`src/hdl/sbdn_pkg.sv`:
```
`default_nettype none

package sbdn_pkg;

  // Configuration port.
  localparam int CFG_ADDR_W = 2;
  localparam int CFG_DATA_W = 16;

  localparam logic [CFG_ADDR_W-1:0] REG_MIN_DB    = 2'd0;
  localparam logic [CFG_ADDR_W-1:0] REG_MAX_DB    = 2'd1;
  localparam logic [CFG_ADDR_W-1:0] REG_SIZE_LOG2 = 2'd2;

  localparam logic signed [15:0] MIN_DB_RST    = -16'sd25600;
  localparam logic signed [15:0] MAX_DB_RST    = 16'sd0;
  localparam logic [4:0]         SIZE_LOG2_RST = 5'd10;

  // Step counts of the iterative units.
  localparam int SQRT_STEPS   = 32;
  localparam int DIV_STEPS    = 16;
  localparam int HORNER_STEPS = 3;

  // Cubic log2 polynomial on the mantissa, Q30.
  localparam logic signed [35:0] COEF3 = 36'sd1322308669;
  localparam logic signed [35:0] COEF2 = -36'sd4422232720;
  localparam logic signed [35:0] COEF1 = 36'sd6466041204;
  localparam logic signed [35:0] COEF0 = -36'sd3365068760;

  // 20*log10(2) in Q24.
  localparam logic signed [27:0] DB_PER_LOG2 = 28'sd101008905;

  // Half-up rounding offsets for shifts by 30 and 46.
  localparam logic signed [67:0] RND_Q30 = 68'sd536870912;
  localparam logic signed [67:0] RND_Q46 = 68'sd35184372088832;

  // How the final level is formed.
  localparam logic [1:0] LVL_QUOT = 2'd0;
  localparam logic [1:0] LVL_ZERO = 2'd1;
  localparam logic [1:0] LVL_FULL = 2'd2;

  typedef struct packed {
    logic              is_zero;
    logic signed [6:0] expo;
  } sq_side_t;

  typedef struct packed {
    logic              is_zero;
    logic signed [6:0] expo;
    logic [29:0]       f;
  } hz_tag_t;

  typedef struct packed {
    logic [1:0] sel;
  } div_side_t;

  // Coefficient added after the multiply of Horner step idx.
  function automatic logic signed [35:0] horner_coef(input logic [1:0] idx);
    logic signed [35:0] c;
    unique case (idx)
      2'd0:    c = COEF2;
      2'd1:    c = COEF1;
      default: c = COEF0;
    endcase
    return c;
  endfunction

endpackage

`default_nettype wire

```
`src/hdl/sbdn_isqrt.sv`:
```
`default_nettype none

// Pipelined integer square root, one result bit per stage.
module sbdn_isqrt (
  input  wire logic                clk,
  input  wire logic                rst_n,
  input  wire logic                en,
  input  wire logic                in_vld,
  input  wire logic [63:0]         in_rad,
  input  wire sbdn_pkg::sq_side_t  in_side,
  output logic                     out_vld,
  output logic [31:0]              out_root,
  output sbdn_pkg::sq_side_t       out_side
);

  logic               vld_r  [sbdn_pkg::SQRT_STEPS];
  logic [33:0]        rem_r  [sbdn_pkg::SQRT_STEPS];
  logic [31:0]        root_r [sbdn_pkg::SQRT_STEPS];
  logic [63:0]        rad_r  [sbdn_pkg::SQRT_STEPS];
  sbdn_pkg::sq_side_t side_r [sbdn_pkg::SQRT_STEPS];

  for (genvar k = 0; k < sbdn_pkg::SQRT_STEPS; k++) begin : g_step
    logic               vld_p;
    logic [33:0]        rem_p;
    logic [31:0]        root_p;
    logic [63:0]        rad_p;
    sbdn_pkg::sq_side_t side_p;
    logic [35:0]        cur;
    logic [35:0]        trial;
    logic [35:0]        diff;
    logic               ge;

    if (k == 0) begin : g_head
      assign vld_p  = in_vld;
      assign rem_p  = '0;
      assign root_p = '0;
      assign rad_p  = in_rad;
      assign side_p = in_side;
    end else begin : g_body
      assign vld_p  = vld_r[k-1];
      assign rem_p  = rem_r[k-1];
      assign root_p = root_r[k-1];
      assign rad_p  = rad_r[k-1];
      assign side_p = side_r[k-1];
    end

    // Bring down the next two radicand bits and try the next root bit.
    always_comb begin
      cur   = {rem_p, rad_p[63:62]};
      trial = {2'b00, root_p, 2'b01};
      diff  = cur - trial;
      ge    = (cur >= trial);
    end

    always_ff @(posedge clk) begin
      if (!rst_n) begin
        vld_r[k] <= 1'b0;
      end else if (en) begin
        vld_r[k] <= vld_p;
      end
    end

    always_ff @(posedge clk) begin
      if (en) begin
        rem_r[k]  <= ge ? diff[33:0] : cur[33:0];
        root_r[k] <= {root_p[30:0], ge};
        rad_r[k]  <= {rad_p[61:0], 2'b00};
        side_r[k] <= side_p;
      end
    end
  end

  assign out_vld  = vld_r[sbdn_pkg::SQRT_STEPS-1];
  assign out_root = root_r[sbdn_pkg::SQRT_STEPS-1];
  assign out_side = side_r[sbdn_pkg::SQRT_STEPS-1];

endmodule

`default_nettype wire

```
`config.mk`:
```
export PLATFORM = sky130hd
export DESIGN_NAME = sbdn_isqrt
export DESIGN_NICKNAME = d
export VERILOG_FILES = /design/src/hdl/sbdn_pkg.sv /design/src/hdl/sbdn_isqrt.sv
export SDC_FILE = /design/constraint.sdc
export NUM_CORES = 2
export LEC_CHECK = 0
export BUFFER_PORTS_ARGS = -buffer_cell sky130_fd_sc_hd__buf_2
export CORE_UTILIZATION = 40
export DETAILED_ROUTE_END_ITERATION = 10
export HOLD_SLACK_MARGIN = 0.08
export SKIP_CTS_REPAIR_TIMING = 1
export SYNTH_ARGS = -nofsm -noshare
export SYNTH_HDL_FRONTEND = slang
export SYNTH_MEMORY_MAX_BITS = 65536
export SYNTH_SLANG_ARGS = --single-unit
export TNS_END_PERCENT = 20
```
`constraint.sdc`:
```
create_clock -name clk -period 10.1 [get_ports clk]
set_input_delay 0.505 -clock clk [delete_from_list [all_inputs] [get_ports clk]]
set_output_delay 0.505 -clock clk [all_outputs]
set_load 0.005 [all_outputs]
```
# Word-level counts from Yosys, hierarchy flattened
# Memory sizes are Yosys's and may differ from the RTL's.
# Cells that the tools add are included.
# Widths: inputs -> output; s select.
# classes
addsub	32
n_lt_le_gt_ge	32
n_mux	69
bitwise_logic	32
# ops
operator	count
$ge 36x34->1	31
$mux 34	32
$sub 34x34->34	31
$mux 1	37
$or 1x1->1	32
$sub 2x1->3 const B	1
$ge 2x1->1 const B	1
# totals
ff_bits	0
ramBits	4384
in_bits	76
output_inout_bits	41
n_memories	5
# mem_list
memory	depth	width	rd	rd_ports_with_merged_regs	write_ports	line	rtl
rad_r	32	62	31	0	32	sbdn_isqrt.sv:19	logic [63:0] rad_r [sbdn_pkg::SQRT_STEPS];
rem_r	32	34	31	0	32	sbdn_isqrt.sv:17	logic [33:0] rem_r [sbdn_pkg::SQRT_STEPS];
root_r	32	32	32	0	32	sbdn_isqrt.sv:18	logic [31:0] root_r [sbdn_pkg::SQRT_STEPS];
side_r	32	8	32	0	32	sbdn_isqrt.sv:20	sbdn_pkg::sq_side_t side_r [sbdn_pkg::SQRT_STEPS];
vld_r	32	1	32	0	32	sbdn_isqrt.sv:16	logic vld_r [sbdn_pkg::SQRT_STEPS];

# Depth between registers and ports, before layout
# depth
depth_word	4
ltp_mapped	15
depth_no_buf	14

# Least setup slack after synthesis
# Ideal clock, no wire load.
# synth_path
path_type	register to register
start	memory rem_r[6][10] (netlist: rem_r[0][214])
end	memory rem_r[7][0] (netlist: rem_r[0][238]) (data pin)
arrival_ps	3221
path_slack_ps	6621
path_stages_with_launch	11
n_path_buf	2
period_less_slack_ps	3479
cell_sequence	edfxtp_1 > or4_4 > or3_1 > or3_1 > or2_1 > or3_1 > or3_4 > or2_1 > buf_6 > buf_6 > xnor2_2
# synth_lines
item	line
start: declaration	sbdn_isqrt.sv:17

==> metrics <==
top cells by area, synth edfxtp_1, ha_1, xor2_1, xnor2_1, a21oi_1; number of CTS-inserted buffers 308; residual DRC count 0; Worst Path Arrival 4.78 ns; Max Cap Viol 0; Async S/R FF share, synth 0; most common cell after layout, fill and taps aside edfxtp_1; Post-Syn Area 126000 um2; Most used DFF post-synth edfxtp_1; Die Ht 564 um; Slew @ Worst Pin 1.08 ns; total gr overflow 0; starting density of the core 0.403; fmax 0.240 GHz; Area after DPL 132000 um2; crit path capture type flop; sequential element share of the synthesized area 0.669; Leakage 54.1 nW; # setup viols final 0; top cell type's share of synthesized area 0.669; nets@finish 10386; Worst Path Max Fanout 31; drt initial violations 5330; Post-synth EDFFs 2810; cell taking the most area after synthesis edfxtp_1; maximum vdd drop 202 uV; # clock sinks 2811; later-pin clock latency in the skew report 0.89 ns; Via Count 73125; max-slew violations 0; RSZ-0062 raised after global routing false; Row Count 205; layout cells sized above 1 0.0780; core footprint 313000 um2; crit path launch type flop; root buf cell clkbuf_16; number of global-route vias before repair 72376; routability cong. 0.886; via-per-instance ratio 5.17; Setup CP Type reg2reg; outcome complete, no violations; Area growth, synth to finish 13.0%; Max Clock Skew 0.0518 ns; fillcell total 27559; initial antenna violation count 2; syn_nets 10026; WL final 249 mm; most frequent cells in the layout edfxtp_1, inv_1, a21oi_1; synthesis warning total 0; total track usage 0.153; Detailed Place HPWL 174 mm; H-tree levels 5; clk slew on worst S/H paths 0.06 ns; first-pass GRT wire length 394 mm; Final Hold Vio Count 0; first-pass detailed-route iteration total 6; Required @ worst endpoint 10.71 ns; largest net degree at the start of global routing 175; Syn Area/Cell 13.4 um2; synthesis-stage register bit count 2811; Power Dens Cells 230 nW/um2; Die W 564 um; CTS tree done; Hold/Removal Path Class in2reg; Routed WL per cell 17.6 um; Netlist cell types 88; final worst-path cycle share 0.413; post-layout instance area 143000 um2; Die ar. 318000 um2; Cells after Synth 9388; Ports 117; CTS max path bufs 4; slew margin rel. 0.276; IO buf count 116; Post-DRT Antenna Nets 0; total negative slack 0 ns; final worst path period need 4.17 ns
-- metrics by stage --
stage | power [mW] | worst slack (ns) | util | instances | hold WS (ns)
floorplan | 19.9 | 6.62 | - | 9388 | 0.400
global placement | 21.8 | 5.84 | 0.421 | 13504 | 0.400
detailed placement | 21.9 | 5.89 | 0.421 | 13504 | 0.405
CTS | 33.1 | 5.89 | 0.453 | 14052 | -0.310
global route | 34.4 | 5.60 | 0.456 | 14134 | 0.0853
finish | 32.8 | 5.93 | 0.456 | 14135 | 0.0880
-- worst max-delay path, cell delays in order, from the launching register on --
cell	delay (ns)
edfxtp_1	0.43
nor4_1	0.43
nor4b_1	0.44
nand2b_1	0.10
or2_2	0.31
or4_1	0.43
or4_1	0.93
nor4b_1	0.33
a21bo_2	0.27
nor4_1	0.08
xor2_1	0.14
-- sequential cells by signal (all words and copies together), names as in the netlist --
signal  cells
vld_r      32
rad_r     992
root_r    528
side_r    256
rem_r    1003
-- per-layer routing --
metal | global-route usage | wire [um] | vias up
li1 | - | - | 35566
met1 | 0.198 | 109000 | 35400
met2 | 0.264 | 121000 | 1642
met3 | 0.0199 | 10300 | 517
met4 | 0.0566 | 8660 | 0
met5 | 0 | 0 | -
-- synthesized netlist by cell type (130+ instances only) --
master and number:
xnor2_1 415, nand2_1 540, xor2_1 416, ha_1 562, o21ai_0 412, inv_1 718, a21oi_1 638, a21o_1 279
nor2_1 600, nand3_1 130, edfxtp_1 2810, clkbuf_1 162, nor3_1 240
-- cell families after synthesis --
kind of cell	share of synthesized area
fa+ha+maj	0.0557
other cells	0.0000297
xor+xnor	0.0578
buf+inv	0.0274
compound gates	0.0906
simple gates	0.0911
flops	0.669
mux	0.00851
-- path summary, 6_finish.rpt --
| check | startpoint | to | slack [ns] | cells past startpoint |
|---|---|---|---|---|
| max | rem_r[0][464] | rem_r[0][501] | 5.93 | 10 |
| min | rst_n | vld_r[16] | 0.09 | 2 |
| max reg2reg | rem_r[0][464] | rem_r[0][501] | 5.93 | 10 |
| min reg2reg | rad_r[0][485] | rad_r[0][549] | 0.40 | 0 |
-- area by class of cell --
type,count,area (um2),area share
clock buffer,372,8030,0.0563
clock inverter,176,1900,0.0133
timing repair buffer,242,1890,0.0133
tap,4140,5180,0.0363
inverter,722,2710,0.0190
antenna,9,22.5,0.000158
multi-input combinational,5663,38500,0.270
sequential,2811,84400,0.592
-- power by group --
group	internal (mW)	switching (mW)
Clock	6.47	4.57
Sequential	14.7	0.910
Combinational	2.59	3.56
Note: power is estimated with default switching activity, not from simulation.
