<file path="config.mk">
export PLATFORM = sky130hd
export DESIGN_NAME = sbdn_div
export DESIGN_NICKNAME = d
export VERILOG_FILES = /design/src/hdl/sbdn_pkg.sv /design/src/hdl/sbdn_div.sv
export SDC_FILE = /design/constraint.sdc
export NUM_CORES = 1
export LEC_CHECK = 0
export ABC_AREA = 0
export BUFFER_PORTS_ARGS = -buffer_cell sky130_fd_sc_hd__buf_2
export CAP_MARGIN = 20
export CORE_MARGIN = 4
export CORE_UTILIZATION = 40
export DETAILED_ROUTE_END_ITERATION = 7
export HOLD_SLACK_MARGIN = 0.03
export PLACE_DENSITY_LB_ADDON = 0.15
export SYNTH_ARGS = -nofsm -noshare
export SYNTH_HDL_FRONTEND = slang
export SYNTH_SLANG_ARGS = --single-unit
</file>
<file path="constraint.sdc">
create_clock -name clk -period 3.05 [get_ports clk]
set_input_delay 0.61 -clock clk [delete_from_list [all_inputs] [get_ports clk]]
set_output_delay 0.61 -clock clk [all_outputs]
set_load 0.01 [all_outputs]
</file>
<file path="src/hdl/sbdn_pkg.sv">
`default_nettype none

package sbdn_pkg;

  // Configuration port.
  localparam int CFG_ADDR_W = 2;
  localparam int CFG_DATA_W = 16;

  localparam logic [CFG_ADDR_W-1:0] REG_MIN_DB    = 2'd0;
  localparam logic [CFG_ADDR_W-1:0] REG_MAX_DB    = 2'd1;
  localparam logic [CFG_ADDR_W-1:0] REG_SIZE_LOG2 = 2'd2;

  localparam logic signed [15:0] MIN_DB_RST    = -16'sd25600;
  localparam logic signed [15:0] MAX_DB_RST    = 16'sd0;
  localparam logic [4:0]         SIZE_LOG2_RST = 5'd10;

  // Step counts of the iterative units.
  localparam int SQRT_STEPS   = 32;
  localparam int DIV_STEPS    = 16;
  localparam int HORNER_STEPS = 3;

  // Cubic log2 polynomial on the mantissa, Q30.
  localparam logic signed [35:0] COEF3 = 36'sd1322308669;
  localparam logic signed [35:0] COEF2 = -36'sd4422232720;
  localparam logic signed [35:0] COEF1 = 36'sd6466041204;
  localparam logic signed [35:0] COEF0 = -36'sd3365068760;

  // 20*log10(2) in Q24.
  localparam logic signed [27:0] DB_PER_LOG2 = 28'sd101008905;

  // Half-up rounding offsets for shifts by 30 and 46.
  localparam logic signed [67:0] RND_Q30 = 68'sd536870912;
  localparam logic signed [67:0] RND_Q46 = 68'sd35184372088832;

  // How the final level is formed.
  localparam logic [1:0] LVL_QUOT = 2'd0;
  localparam logic [1:0] LVL_ZERO = 2'd1;
  localparam logic [1:0] LVL_FULL = 2'd2;

  typedef struct packed {
    logic              is_zero;
    logic signed [6:0] expo;
  } sq_side_t;

  typedef struct packed {
    logic              is_zero;
    logic signed [6:0] expo;
    logic [29:0]       f;
  } hz_tag_t;

  typedef struct packed {
    logic [1:0] sel;
  } div_side_t;

  // Coefficient added after the multiply of Horner step idx.
  function automatic logic signed [35:0] horner_coef(input logic [1:0] idx);
    logic signed [35:0] c;
    unique case (idx)
      2'd0:    c = COEF2;
      2'd1:    c = COEF1;
      default: c = COEF0;
    endcase
    return c;
  endfunction

endpackage

`default_nettype wire

</file>
<file path="src/hdl/sbdn_div.sv">
`default_nettype none

// Pipelined restoring divider for a 32-bit dividend whose quotient fits in
// 16 bits, one quotient bit per stage.
module sbdn_div (
  input  wire logic                clk,
  input  wire logic                rst_n,
  input  wire logic                en,
  input  wire logic                in_vld,
  input  wire logic [31:0]         in_num,
  input  wire logic [15:0]         in_den,
  input  wire sbdn_pkg::div_side_t in_side,
  output logic                     out_vld,
  output logic [15:0]              out_quot,
  output sbdn_pkg::div_side_t      out_side
);

  logic                vld_r  [sbdn_pkg::DIV_STEPS];
  logic [15:0]         rem_r  [sbdn_pkg::DIV_STEPS];
  logic [15:0]         lo_r   [sbdn_pkg::DIV_STEPS];
  logic [15:0]         quot_r [sbdn_pkg::DIV_STEPS];
  logic [15:0]         den_r  [sbdn_pkg::DIV_STEPS];
  sbdn_pkg::div_side_t side_r [sbdn_pkg::DIV_STEPS];

  for (genvar k = 0; k < sbdn_pkg::DIV_STEPS; k++) begin : g_step
    logic                vld_p;
    logic [15:0]         rem_p;
    logic [15:0]         lo_p;
    logic [15:0]         quot_p;
    logic [15:0]         den_p;
    sbdn_pkg::div_side_t side_p;
    logic [16:0]         cur;
    logic [16:0]         diff;
    logic                ge;

    if (k == 0) begin : g_head
      assign vld_p  = in_vld;
      assign rem_p  = in_num[31:16];
      assign lo_p   = in_num[15:0];
      assign quot_p = '0;
      assign den_p  = in_den;
      assign side_p = in_side;
    end else begin : g_body
      assign vld_p  = vld_r[k-1];
      assign rem_p  = rem_r[k-1];
      assign lo_p   = lo_r[k-1];
      assign quot_p = quot_r[k-1];
      assign den_p  = den_r[k-1];
      assign side_p = side_r[k-1];
    end

    always_comb begin
      cur  = {rem_p, lo_p[15]};
      diff = cur - {1'b0, den_p};
      ge   = (cur >= {1'b0, den_p});
    end

    always_ff @(posedge clk) begin
      if (!rst_n) begin
        vld_r[k] <= 1'b0;
      end else if (en) begin
        vld_r[k] <= vld_p;
      end
    end

    always_ff @(posedge clk) begin
      if (en) begin
        rem_r[k]  <= ge ? diff[15:0] : cur[15:0];
        lo_r[k]   <= {lo_p[14:0], 1'b0};
        quot_r[k] <= {quot_p[14:0], ge};
        den_r[k]  <= den_p;
        side_r[k] <= side_p;
      end
    end
  end

  assign out_vld  = vld_r[sbdn_pkg::DIV_STEPS-1];
  assign out_quot = quot_r[sbdn_pkg::DIV_STEPS-1];
  assign out_side = side_r[sbdn_pkg::DIV_STEPS-1];

endmodule

`default_nettype wire

</file>
## Word-level counts from Yosys, hierarchy flattened

Memories as Yosys holds them, arrays and structs flattened.
Index checks and enable logic that the tools add are counted.

| operators by class | value |
|---|---|
| bitwise logic cells | 16 |
| order comparisons | 16 |
| mux-type cells | 37 |
| add/sub/neg operators | 16 |

Operator list:

| operator | number |
|---|---|
| $ge A17 B16 Y1 | 16 |
| $mux W16 | 16 |
| $sub A16 B16 Y16 | 16 |
| $mux W1 | 21 |
| $or A1 B1 Y1 | 16 |

| storage, ports and cells | value |
|---|---|
| memories kept | 6 |
| output and inout bits | 19 |
| word-level logic and storage cells | 91 |
| bits in writable memories | 1056 |
| register bits after elaboration | 0 |

Memory list:

| name | words | bits a word | read ports | clocked after memory_dff | wr ports | RTL line | RTL |
|---|---|---|---|---|---|---|---|
| den_r | 16 | 16 | 15 | 0 | 16 | sbdn_div.sv:22 | `logic [15:0] den_r [sbdn_pkg::DIV_STEPS];` |
| quot_r | 16 | 16 | 16 | 0 | 16 | sbdn_div.sv:21 | `logic [15:0] quot_r [sbdn_pkg::DIV_STEPS];` |
| rem_r | 16 | 16 | 15 | 0 | 16 | sbdn_div.sv:19 | `logic [15:0] rem_r [sbdn_pkg::DIV_STEPS];` |
| lo_r | 16 | 15 | 15 | 0 | 16 | sbdn_div.sv:20 | `logic [15:0] lo_r [sbdn_pkg::DIV_STEPS];` |
| side_r | 16 | 2 | 16 | 0 | 16 | sbdn_div.sv:23 | `sbdn_pkg::div_side_t side_r [sbdn_pkg::DIV_STEPS];` |
| vld_r | 16 | 1 | 16 | 0 | 16 | sbdn_div.sv:18 | `logic vld_r [sbdn_pkg::DIV_STEPS];` |

## Logic depth before layout (Yosys ltp)

Gate-level depths: netlist of run 1.

| depth | value |
|---|---|
| depth after elaboration | 4 |
| gate-level depth with buffers | 13 |
| depth with buffers taken out | 11 |

## Worst setup path after synthesis of run 1

OpenSTA, ideal clock, no wires.

| timing path | value |
|---|---|
| path type | input -> register |
| start point | input port in_den[2] |
| end point | memory rem_r[0][10], data pin |
| setup time | 261 ps |
| path buffers | 2 |
| data required time | 2789 ps |
| stages | 11 |
| arrival | 2554 ps |
| path slack | 235 ps |
| cells stage by stage | inv_1 ha_1 a21oi_1 o21ai_1 a211oi_1 a21oi_1 a21o_1 a41oi_1 buf_2 buf_4 o21ai_0 |

RTL lines:

| what | RTL line | RTL |
|---|---|---|
| start: declaration | sbdn_div.sv:11 | `input wire logic [15:0] in_den,` |
| end: declaration | sbdn_div.sv:19 |  |

==> results of run 1 <==
-- synthesized netlist by cell type (all sizes together), types with 21 or more instances --
cell and count:
and3 30, inv 326, xor2 66, a21o 71
clkbuf 24, nand3 42, xnor2 94, nor3 36
nand2 174, o21bai 22, a21oi 210, o21ai 197
nor2b 42, o21a 38, edfxtp 783, mux2 111
buf 31, nand2b 30, ha 256, nand4 25
mux2i 21, nor2 168
-- state kept, by name (all words and copies together), names as in the netlist --
| signal | flops |
|---|---|
| den_r | 240 |
| rem_r | 240 |
| quot_r | 136 |
| lo_r | 120 |
| side_r | 32 |
| vld_r | 16 |
-- cells by family (layout without fill, tap and decap cells) --
kind of cell,after synthesis,after routing,share of synthesized area
simple gates,606,606,0.0745
buf+inv,381,671,0.0397
flops,784,784,0.602
xor+xnor,160,160,0.0359
fa+ha+maj,271,271,0.0896
compound gates,716,716,0.118
mux,132,132,0.0401
-- worst paths after layout --
check | endpoint | slack (ns) | startpoint | depth (start not counted)
worst max-delay path | rem_r[8][12] | 0.10 | rem_r[7][0] | 9
worst min-delay path | lo_r[0][13] | 0.14 | in_num[13] | 1
worst max register to register | rem_r[8][12] | 0.10 | rem_r[7][0] | 9
worst min register to register | quot_r[7][6] | 0.41 | quot_r[6][5] | 0
-- power groups by stage --
stage / registers, W / clock network (W) / logic (W)
floorplan: 0.0161 / 0 / 0.0136
global placement: 0.0167 / 0 / 0.0175
detailed placement: 0.0167 / 0 / 0.0179
CTS: 0.0165 / 0.0109 / 0.0180
global route: 0.0167 / 0.0114 / 0.0204
finish: 0.0164 / 0.0105 / 0.0183
-- stage by stage --
| step | cell area (um2) | hold WS, ns | total power, W | cells | setup slack [ns] |
|---|---|---|---|---|---|
| after detailed placement | 41800 | 0.405 | 0.0346 | 4445 | -0.0556 |
| after global routing | 44800 | 0.102 | 0.0484 | 4616 | -0.0284 |
| after floorplan | 39100 | 0.400 | 0.0296 | 3050 | 0.235 |
| after CTS | 44600 | 0.0794 | 0.0454 | 4609 | 0.0188 |
| final | 44800 | 0.143 | 0.0452 | 4616 | 0.105 |
| after global placement | 41800 | 0.401 | 0.0342 | 4445 | -0.0347 |
-- repair_timing --
action	in CTS	in global routing
gates cloned	0	0
endpoints found under the setup margin	10	93
endpoints found under the hold margin	0	0
pin swaps	0	7
gates resized for setup	4	26
buffers inserted	0	7
-- routing by layer --
layer  share of wire  track usage
met1            0.46        0.214
met2            0.47        0.257
met3           0.045       0.0278
met4           0.022       0.0455
met5         0.00022            0
-- cell type report --
cell class                 count  share of cell area
clock inverter                52              0.0105
timing repair buffer         181              0.0315
tap                         1276              0.0356
clock buffer                 112              0.0535
inverter                     326              0.0273
sequential                   784               0.525
multi-input combinational   1885               0.316
-- worst max-delay path: stages, from the launching register on --
cell and delay [ns]:
sky130_fd_sc_hd__edfxtp_1 0.42, sky130_fd_sc_hd__ha_1 0.33, sky130_fd_sc_hd__nor2b_1 0.14, sky130_fd_sc_hd__o31a_1 0.30, sky130_fd_sc_hd__o31ai_4 0.30, sky130_fd_sc_hd__a31oi_2 0.20, sky130_fd_sc_hd__o31ai_2 0.36, sky130_fd_sc_hd__a21oi_2 0.11
sky130_fd_sc_hd__buf_12 0.17, sky130_fd_sc_hd__mux2_1 0.33
==> results list, run 1 <==
- The tightest min-delay check is of the input pin to register type.
- In this run the power density over the cells is 1010 nW/um2.
- Number of hold-slack violations in the final timing report: 0
- Detail-routed via count per cell: 5.20
- The die is 321 um tall.
- Setup-failing EPs final: 0
- Of the total power, combinational logic draws 0.405.
* Switching part of the total: 0.336
* Final Max Slew Viols: 0
* Crit path launch type: register
* Deepest level of the CTS H-tree: 3
- The mapped netlist covers 39100 um2.
* Run status: finished, final reports clean
- Worst-path clk slew: 0.06 ns
* Antenna-violating nets left: 0
* Peak fanout along the critical path: 18
- From synthesis to final layout, the design area changed by 14.7%.
- Leaving out fill and tap cells, the most frequent cell in the layout is sky130_fd_sc_hd__edfxtp_1.
* EDFF count, synth: 783
* Top cell type's share of synthesized area: 0.602
- The clock reaches the later pin of the worst-skew pair after 0.65 ns.
- Row generation in the floorplan step produced 114 rows.
* Async SR Flop Fraction: 0
- Wire length of the first global-routing pass: 130 mm
- Number of inserted filler cells in the final layout: 8713
* Count of maximum capacitance violations: 0
- The tree is rooted in a sky130_fd_sc_hd__clkbuf_16.
- Most frequent cells in the layout: 783 x sky130_fd_sc_hd__edfxtp_1, 326 x sky130_fd_sc_hd__inv_1, 256 x sky130_fd_sc_hd__ha_1
- Summed over all layers, the global routing overflow is 0.
* Combined area of the multi-input logic cells: 14200 um2
* Portion of the post-synthesis area used by sequential elements: 0.602
- The count of buffers added on input and output ports is 72.
- Wirelength per Cell: 17.5 um
* Internal power contribution: 0.0301 W
- The synthesized design spends more area on one cell type than any other, namely sky130_fd_sc_hd__edfxtp_1.
- After routing, the total negative slack on setup checks comes to 0 ns.
* Post-Synthesis Net Count: 3375
* Clock tree from TritonCTS: done
- Pin count of the biggest net entering global routing: 93
- The floorplan step defined a die boundary enclosing 103000 um2.
- Across every metal layer, demand over resource in global routing totals 0.157.
- Residual DRC count: 0
- Once layout is complete, the utilization of the core stands at 0.463.
* Maximum resistive drop on vdd: 393 uV
- For the pin with the worst max-slew slack, the measured transition is 0.740 ns.
* Register Area: 23500 um2
- Shortest clock period the worst path allows after layout: 2.95 ns
- After the first detailed-routing iteration, the DRC count stood at 1589.
* Gp weighted congestion: 0.908
- The repair_antennas step left the layout with diodes totalling 0.
- Summed over all cells, the static leakage comes to 17.9 nW.
* Overall via count from detail_route: 24002
* Cell types occupying the most area after synthesis: sky130_fd_sc_hd__edfxtp_1 60%, sky130_fd_sc_hd__ha_1 8.2%, sky130_fd_sc_hd__inv_1 3.1%
- Averaged over all synthesized cells, the footprint is 12.8 um2.
- Clock tree buffer depth: 3
- Warnings, synthesis: 0
* Layout Nets: 3593
- Top-level port count: 73
* Fmax: 340 MHz
* Power dissipated by switching net loads: 0.0152 W
* Hold-fix buffers at CTS: 0
- The number of antenna violations at the first check in global routing was 2.
- The worst setup path is captured at a register.
- STA puts the critical path data arrival time at 3.32 ns.
* Number of global-route vias before repair: 24152
- Among all flip-flop cells after synthesis, the most frequent one is sky130_fd_sc_hd__edfxtp_1.
- Synthesized netlist cell count: 3050
- At the worst endpoint, the required time is 3.42 ns.
- After detailed routing, the total wire length is 80.8 mm.
* Portion of the clock cycle consumed by the worst path in the final layout: 0.966
- The first detailed-routing pass took 5 iterations.
- Across the routed clock network, the largest skew measured is 0.0176 ns.
- After floorplanning, the core was sized to cover 96900 um2.
- Horiz. Die Dim: 321 um
- Ratio of cells with drive above 1 in the final layout: 0.146
* Initial core utilization: 0.404
- Clock network power share: 0.232
* Clock Sinks: 784
- Cts bufs inserted: 90
- After synthesis the netlist holds a flip-flop and latch count of 784.
* Max-slew headroom at the worst pin: 0.507
- The worst setup path is of the register to register kind.
* Synth cell types: 96
- Detailed placement finished with a half-perimeter wire length of 59.0 mm.
- Sequential group share of total power: 0.363
No activity file was read; power rests on OpenSTA's default activity.
==> run 2, diff against run 1 <==
ABC_CLOCK_PERIOD_IN_PS = 3050   (was default)
CORE_UTILIZATION = 30   (was 40)
==> results list, run 2 (synthesis results as in run 1) <==
- The detailed-route wire length came to 78.8 mm (-2.4%).
- The maximum vdd drop is 451 uV (+15%).
- Overall die height: 369 um (+15%)
- The routed via count was 23435 (-2.4%).
* Cts bufs inserted: 95 (+5.6%)
- The detail-routed via count per cell was 4.52 (-13%).
* Layout Nets: 3685 (+2.6%)
- Gp weighted congestion: 0.811 (-11%)
- Internal power contribution: 0.0308 W (+2.5%)
- Setup-failing EPs final: 0 (unchanged)
- The total of max-cap violations came to 0 (unchanged).
- Initial core utilization: 0.302 (-0.102)
- Clock Sinks: 784 (unchanged)
- The leakage power total was 18.5 nW (+3.0%).
- The residual antenna-violating net count after detailed routing is 0 (unchanged).
- Sequential group share of total power: 0.355 (-0.008)
- Shortest clock period the worst path allows after layout: 2.93 ns (-0.0191 ns)
- Run status: finished, final reports clean
- The post-route DRC violation count came to 0 (unchanged).
* Top-level port count: 73 (unchanged)
* Overall overflow remaining after global route: 0 (unchanged)
- The largest net degree at the start of global routing is 92 (-1.1%).
- PnR Total Power: 0.0461 W (+1.8%)
- The switching component of the power is 0.0153 W (+0.45%).
- Number of antenna violations at the first check in global routing: 0 (-2)
- Compared with the post-synthesis result, the final layout area differs by 18.3%.
* Wire length of the first global-routing pass: 128 mm (-2.0%)
- The via count of the first global-routing pass was 23534 (-2.6%).
* Number of inserted filler cells in the final layout: 12723 (+46%)
* Horiz. Die Dim: 369 um (+15%)
- Worst hold slack: 0.111 ns (-0.0324 ns)
- Clock network power share: 0.241 (+0.009)
- The routed length per instance was 15.2 um (-13%).
- Number of port buffers: 72 (unchanged)
* Kind of end point of the critical path: register
- Worst-path clk slew: 0.06 ns (about the same)
- The number of optimization iterations in the first detailed-route pass is 5 (unchanged).
* Ratio of total power to cell area: 997 nW/um2 (-1.3%)
- The tree is rooted in a sky130_fd_sc_hd__clkbuf_16.
- The transition time of the tightest slew-check pin came to 0.751 ns (+0.0116 ns).
* Class of the worst hold path: input pin to register
* Logic pwr share: 0.404 (about the same)
- The placeable core region came to 129000 um2 (+34%).
- Fmax: 342 MHz (+0.65%)
- Deepest level of the CTS H-tree: 3 (unchanged)
* Clock tree buffer depth: 3 (unchanged)
- Worst Setup Path Type: register to register
* Hpwl dp: 57.0 mm (-3.5%)
- The placement row count is 132 (+16%).
* Worst Skew: 0.0295 ns (+0.0119 ns)
- Clock tree from TritonCTS: done
- The top cell types in the final layout, fill and taps aside, are 783 x sky130_fd_sc_hd__edfxtp_1, 326 x sky130_fd_sc_hd__inv_1, 255 x sky130_fd_sc_hd__ha_1.
- The total global routing track utilization came to 0.116 (-0.0407).
- The die area is 136000 um2 (+32%).
- Register Area: 23500 um2 (unchanged)
* Switching part of the total: 0.331 (-0.00456)
- The latest clock arrival within the worst-skew pair was 0.69 ns (+0.04 ns).
* Initial DRC Count: 1412 (-11%)
* Number of hold-slack violations in the final timing report: 0 (unchanged)
- The library cell used most frequently in the layout, excluding fill and tap cells, is sky130_fd_sc_hd__edfxtp_1.
* Final Max Slew Viols: 0 (unchanged)
- In the final layout, the registers with the most flip-flops are den_r: 240 flops, rem_r: 240 flops, quot_r: 136 flops.
- Diodes inserted: 0 (unchanged)
* Peak fanout along the critical path: 14 (-4)
* Combined area of the multi-input logic cells: 14100 um2 (-0.47%)
* Portion of the clock cycle consumed by the worst path in the final layout: 0.959 (-0.00625)
- The fraction of layout instances using a drive strength above 1 came to 0.163 (+0.0179).
* Crit path launch type: register
* Critical path data arrival time: 3.35 ns (+0.03 ns)
- Max-slew headroom at the worst pin: 0.486 (-0.0207)
- The data required time of the worst path came to 3.48 ns (+0.06 ns).
run 2: cell types whose count changed in the layout (fill, tap and decap cells not counted), moves of 4 or more:
cell,delta
sky130_fd_sc_hd__a21oi_1,+4
sky130_fd_sc_hd__clkinv_1,+11
sky130_fd_sc_hd__dlygate4sd3_1,+13
sky130_fd_sc_hd__a21oi_2,-4
sky130_fd_sc_hd__clkinv_2,+5
sky130_fd_sc_hd__clkinvlp_4,-5
sky130_fd_sc_hd__buf_4,+70
sky130_fd_sc_hd__clkbuf_1,-6
run 2: final timing paths:
path | from | end | slack, ns | cells after the start
worst max-delay path | rem_r[7][0] | rem_r[8][12] | 0.12 | 10
worst min-delay path | in_den[12] | den_r[0][12] | 0.11 | 1
worst max register to register | rem_r[7][0] | rem_r[8][12] | 0.12 | 10
worst min register to register | lo_r[6][9] | lo_r[7][10] | 0.41 | 0
run 2: repair_timing:
item                                    4_1_cts  5_1_grt
resized for setup                             0       18
hold buffers                                 13        0
endpoints found under the setup margin        0       46
setup buffers                                 0        4
hold endpoints to repair                     13        0
run 2: final cells by class:
type | count | area share
multi-input cells | 1886 | 0.305
clock buffers | 108 | 0.0525
inverters | 326 | 0.0265
flip-flops and latches | 784 | 0.509
clock inverters | 68 | 0.0135
repair buffers | 267 | 0.0461
well taps | 1742 | 0.0471
run 2: power groups by stage:
stage	clock (W)	sequential, W	combinational [W]
finish	0.0111	0.0163	0.0186
CTS	0.0117	0.0164	0.0186
floorplan	0	0.0161	0.0136
detailed placement	0	0.0166	0.0184
global placement	0	0.0166	0.0184
global route	0.0121	0.0166	0.0209
run 2: worst max-delay path: stages (launching register included):
cell and delay [ns]:
sky130_fd_sc_hd__edfxtp_1 0.40, sky130_fd_sc_hd__ha_1 0.35, sky130_fd_sc_hd__nor2b_1 0.17, sky130_fd_sc_hd__o31a_1 0.31, sky130_fd_sc_hd__o31ai_2 0.23, sky130_fd_sc_hd__buf_4 0.16
sky130_fd_sc_hd__a31oi_1 0.13, sky130_fd_sc_hd__o31ai_2 0.32, sky130_fd_sc_hd__a21oi_2 0.12, sky130_fd_sc_hd__buf_12 0.17, sky130_fd_sc_hd__mux2_1 0.32
run 2: metrics by stage:
stage | setup TNS (ns) | worst slack [ns] | utilization | area [um2] | cells
3_3_place_gp | -1.90 | -0.139 | 0.332 | 42900 | 4987
4_1_cts | 0 | 0.00151 | 0.356 | 46100 | 5176
5_1_grt | -0.00404 | -0.00404 | 0.357 | 46200 | 5181
3_5_place_dp | -1.74 | -0.142 | 0.332 | 42900 | 4987
6_report | 0 | 0.124 | 0.357 | 46200 | 5181
2_1_floorplan | 0 | 0.235 | - | 39100 | 3050
run 2: layer usage:
| metal | global-route usage | routed length (um) | vias to the layer above |
|---|---|---|---|
| li1 | - | - | 11957 |
| met4 | 0.0427 | 2240 | 0 |
| met3 | 0.0214 | 2990 | 117 |
| met2 | 0.187 | 36100 | 316 |
| met5 | 0 | 0 | - |
| met1 | 0.156 | 37500 | 11045 |
==> run 3, diff against run 2 <==
--- a/config.mk
+++ b/config.mk
@@ -6,5 +6,5 @@
 export NUM_CORES = 1
 export LEC_CHECK = 0
-export ABC_AREA = 0
+export ABC_AREA = 1
 export ABC_CLOCK_PERIOD_IN_PS = 3050
 export BUFFER_PORTS_ARGS = -buffer_cell sky130_fd_sc_hd__buf_2
==> constraint.sdc (replaced) <==
create_clock -name clk -period 3.05 [get_ports clk]
set_input_delay 0.61 -clock clk [delete_from_list [all_inputs] [get_ports clk]]
set_output_delay 0.61 -clock clk [all_outputs]
set_load 0.05 [all_outputs]
==> results list, run 3 <==
- Clock network power share: 0.234 (-0.007)
* Antenna-violating nets left: 0 (unchanged)
- Worst Skew: 0.0331 ns (+0.00359 ns)
- The number of buffers inserted to repair setup after CTS came to 0 (unchanged).
- The number of antenna violations at the first check in global routing was 0 (unchanged).
- Most common cell after layout, fill and taps aside: sky130_fd_sc_hd__nand2_1
- Ratio of total power to cell area: 922 nW/um2 (-7.5%)
* Number of hold-slack violations in the final timing report: 0 (unchanged)
* Worst-Skew Late Latency: 0.68 ns (about the same)
* Number of port buffers: 72 (unchanged)
- Cts bufs inserted: 93 (-2.1%)
* Power dissipated by switching net loads: 0.0186 W (+22%)
- The post-synthesis net count was 5394 (+60%).
- The global placement routability congestion was 0.853 (+5.2%).
- The cell-internal power was 0.0278 W (-10%).
- Top-level port count: 73 (unchanged)
- STA classifies the critical path endpoint as a register.
* Logic pwr share: 0.412 (+0.008)
- Leaving out fill and tap cells, the most frequent cells in the layout are 1837 x sky130_fd_sc_hd__nand2_1, 979 x sky130_fd_sc_hd__inv_1, 783 x sky130_fd_sc_hd__edfxtp_1.
- The synthesized netlist cell count came to 5069 (+66%).
- CTS resizes: 0 (unchanged)
- Ratio of cells with drive above 1 in the final layout: 0.0659 (-0.0975)
* Sequential group share of total power: 0.355 (about the same)
- The routed length per instance came to 15.8 um (+4.1%).
- The internal reg-to-reg setup slack was 0.57 ns (+0.45 ns).
- The area growth from synthesis to layout is 13.0%.
- STA classifies the critical path startpoint as a register.
* Static leakage: 24.5 nW (+33%)
- RSZ-0062 raised after global routing: no
- The final clock period utilization by the worst path is 0.812 (-0.148).
- Portion of the post-synthesis area used by sequential elements: 0.529 (-0.0728)
- Switching part of the total: 0.401 (+0.0698)
- Ranked by total cell area, the synthesized netlist is headed by sky130_fd_sc_hd__edfxtp_1 53%, sky130_fd_sc_hd__nand2_1 16%, sky130_fd_sc_hd__inv_1 8.3%.
- CTS Root Cell: sky130_fd_sc_hd__clkbuf_16
- The path class of the tightest hold or removal check is input pin to register.
* Overall die height: 393 um (+6.5%)
- The die area was 154000 um2 (+13%).
- In this run the critical register-to-register path is launched from den_r[0][8].
- Seq cells post-synth: 784 (unchanged)
- The flow ran to the end, and the final reports show no timing, DRC or antenna violations.
* Global-route usage over all layers: 0.149 (+0.0326)
- The number of H-tree levels is 3 (unchanged).
- Overall via count from detail_route: 32086 (+37%)
- The count of cell types in the netlist is 42 (-56%).
- The mean cell area of the mapped netlist is 8.77 um2 (-32%).
- Diodes inserted: 0 (unchanged)
* Clock tree from TritonCTS: done
- The largest fanout on the critical path came to 17 (+3).
* Maximum resistive drop on vdd: 445 uV (-1.3%)
* Crit path from: den_r[0][8]
- Hold-fix buffers at CTS: 0 (-13)
- The final critical path time including I/O delays and setup came to 2.48 ns (-0.451 ns).
* EDFF count, synth: 783 (unchanged)
- The clock transition time at the flip-flop clock pins of the worst setup and hold paths is 0.06 ns (about the same).
- In the synthesized netlist the dominant register cell turns out to be sky130_fd_sc_hd__edfxtp_1.
- Final cell utilization of the core: 0.341 (-0.0163)
* Core region area: 147000 um2 (+14%)
* End point of the critical path: rem_r[1][13]
- The post-route DRC violation count was 0 (unchanged).
* Count leader, synth: sky130_fd_sc_hd__nand2_1
- The number of optimization iterations in the first detailed-route pass was 6 (+1).
* Top cell type's share of synthesized area: 0.529 (-0.0728)
- The total number of nets in the final design was 5551 (+51%).
- The placement row count came to 141 (+6.8%).
- The area of the mapped netlist was 44500 um2 (+14%).
- The die span in x was 393 um (+6.5%).
- The aggregate negative setup slack was 0 ns (unchanged).
- The starting density of the core was 0.301 (-0.000383).
- sky130_fd_sc_hd__edfxtp_1 takes more of the synthesized area than any other cell.
- The achievable clock frequency is 404 MHz (+18%).
- Critical path data arrival time: 3.00 ns (-0.35 ns)
- The detail-routed via count per cell is 4.44 (-1.8%).
* Ranking of synthesized cells by instance count: 1837 x sky130_fd_sc_hd__nand2_1, 979 x sky130_fd_sc_hd__inv_1, 783 x sky130_fd_sc_hd__edfxtp_1
- Required time of the worst setup path: 3.57 ns (+0.09 ns)
- Worst Setup Path Type: register to register
- Wire length after detailed routing: 114 mm (+45%)
- Number of global-route vias before repair: 31284 (+33%)
- The detailed placement HPWL is 88.4 mm (+55%).
* Count of maximum capacitance violations: 0 (unchanged)
- Warnings, synthesis: 0 (unchanged)
- Wire length of the first global-routing pass: 180 mm (+41%)
* Overall overflow remaining after global route: 0 (unchanged)
- Clock Sinks: 784 (unchanged)
- Actual slew at the worst max-slew pin: 0.719 ns (-0.0321 ns)
* Cells on worst reg2reg path: 10 (unchanged)
- The number of endpoints failing setup at the final stage came to 0 (unchanged).
- Top flop regs: den_r: 240 flops, rem_r: 240 flops, quot_r: 136 flops
- Async SR Flop Fraction: 0 (unchanged)
- The number of fill cells in the layout was 15302 (+20%).
* Initial DRC Count: 2075 (+47%)
- The number of max-slew violations in the final report was 0 (unchanged).
- The endpoint identified for the worst register-to-register timing path is rem_r[1][13].
* Pin count of the biggest net entering global routing: 129 (+40%)
- Clock tree buffer depth: 3 (unchanged)
- Max-slew headroom at the worst pin: 0.520 (+0.0344)
## run 3: changes by cell type in the layout (fill, tap and decap cells not counted), sizes merged, moves of 71 or more
| cell | change |
|---|---|
| mux2 | -111 |
| nand3 | +389 |
| buf | -135 |
| inv | +657 |
| o21ai | -187 |
| xnor2 | -73 |
| a21oi | -73 |
| nand2 | +1699 |
| a21o | -71 |
## run 3: worst min path at each step
stage,from,endpoint,slack [ns],cells after the start
after CTS,in_num[5],lo_r[0][5],0.03,1
after detailed placement,lo_r[9][10],lo_r[10][11],0.40,0
after global routing,in_num[5],lo_r[0][5],0.04,1
after global placement,lo_r[6][7],lo_r[7][8],0.40,0
after floorplan,lo_r[9][9],lo_r[10][10],0.40,0
final,in_num[4],lo_r[0][4],0.10,1
## run 3: final cells by class
cell class,instances,area (um2),area share
clock inverters,53,529,0.0105
well taps,1930,2410,0.0480
multi-input cells,3246,16800,0.335
inverters,982,3690,0.0733
flip-flops and latches,784,23500,0.468
repair buffers,119,861,0.0171
clock buffers,112,2420,0.0481
## run 3: logic make-up (layout without fill, tap and decap cells)
family | Yosys count | after routing | synth area share
simple gates | 2707 | 2707 | 0.260
buf+inv | 1039 | 1266 | 0.0926
flops | 784 | 784 | 0.529
fa+ha+maj | 271 | 271 | 0.0788
compound gates | 176 | 176 | 0.0216
xor+xnor | 92 | 92 | 0.0181
## run 3: power groups by stage
stage | Clock [W] | Combinational (W) | Sequential [W]
finish | 0.0108 | 0.0191 | 0.0164
global placement | 0 | 0.0191 | 0.0167
CTS | 0.0113 | 0.0192 | 0.0165
global route | 0.0118 | 0.0220 | 0.0167
floorplan | 0 | 0.0144 | 0.0159
detailed placement | 0 | 0.0191 | 0.0167
## run 3: per-layer routing
layer | track usage | vias to the layer above | part of all wire
met5 | 0 | - | 0
met4 | 0.0375 | 0 | 0.024
met3 | 0.0228 | 156 | 0.038
met2 | 0.246 | 547 | 0.47
met1 | 0.203 | 14838 | 0.47
li1 | - | 16545 | -
## run 3: through the flow
| step | worst slack, ns | area, um2 | total power, W | std cells | hold WS, ns |
|---|---|---|---|---|---|
| floorplan | 0.918 | 44500 | 0.0303 | 5069 | 0.400 |
| global placement | 0.327 | 47300 | 0.0359 | 7061 | 0.401 |
| detailed placement | 0.326 | 47300 | 0.0358 | 7061 | 0.405 |
| CTS | 0.552 | 50300 | 0.0470 | 7226 | 0.0300 |
| global route | 0.387 | 50300 | 0.0504 | 7226 | 0.0445 |
| finish | 0.575 | 50300 | 0.0463 | 7226 | 0.105 |
## run 3: critical path, stage by stage, from the launching register on
cell and delay [ns]:
sky130_fd_sc_hd__edfxtp_1 0.41, sky130_fd_sc_hd__inv_1 0.06, sky130_fd_sc_hd__ha_1 0.42, sky130_fd_sc_hd__nand2_1 0.16
sky130_fd_sc_hd__nor2_2 0.21, sky130_fd_sc_hd__nand3_1 0.15, sky130_fd_sc_hd__nand3_2 0.15, sky130_fd_sc_hd__nand3_4 0.24
sky130_fd_sc_hd__nand2_4 0.31, sky130_fd_sc_hd__nand2_1 0.08, sky130_fd_sc_hd__nand2_1 0.12
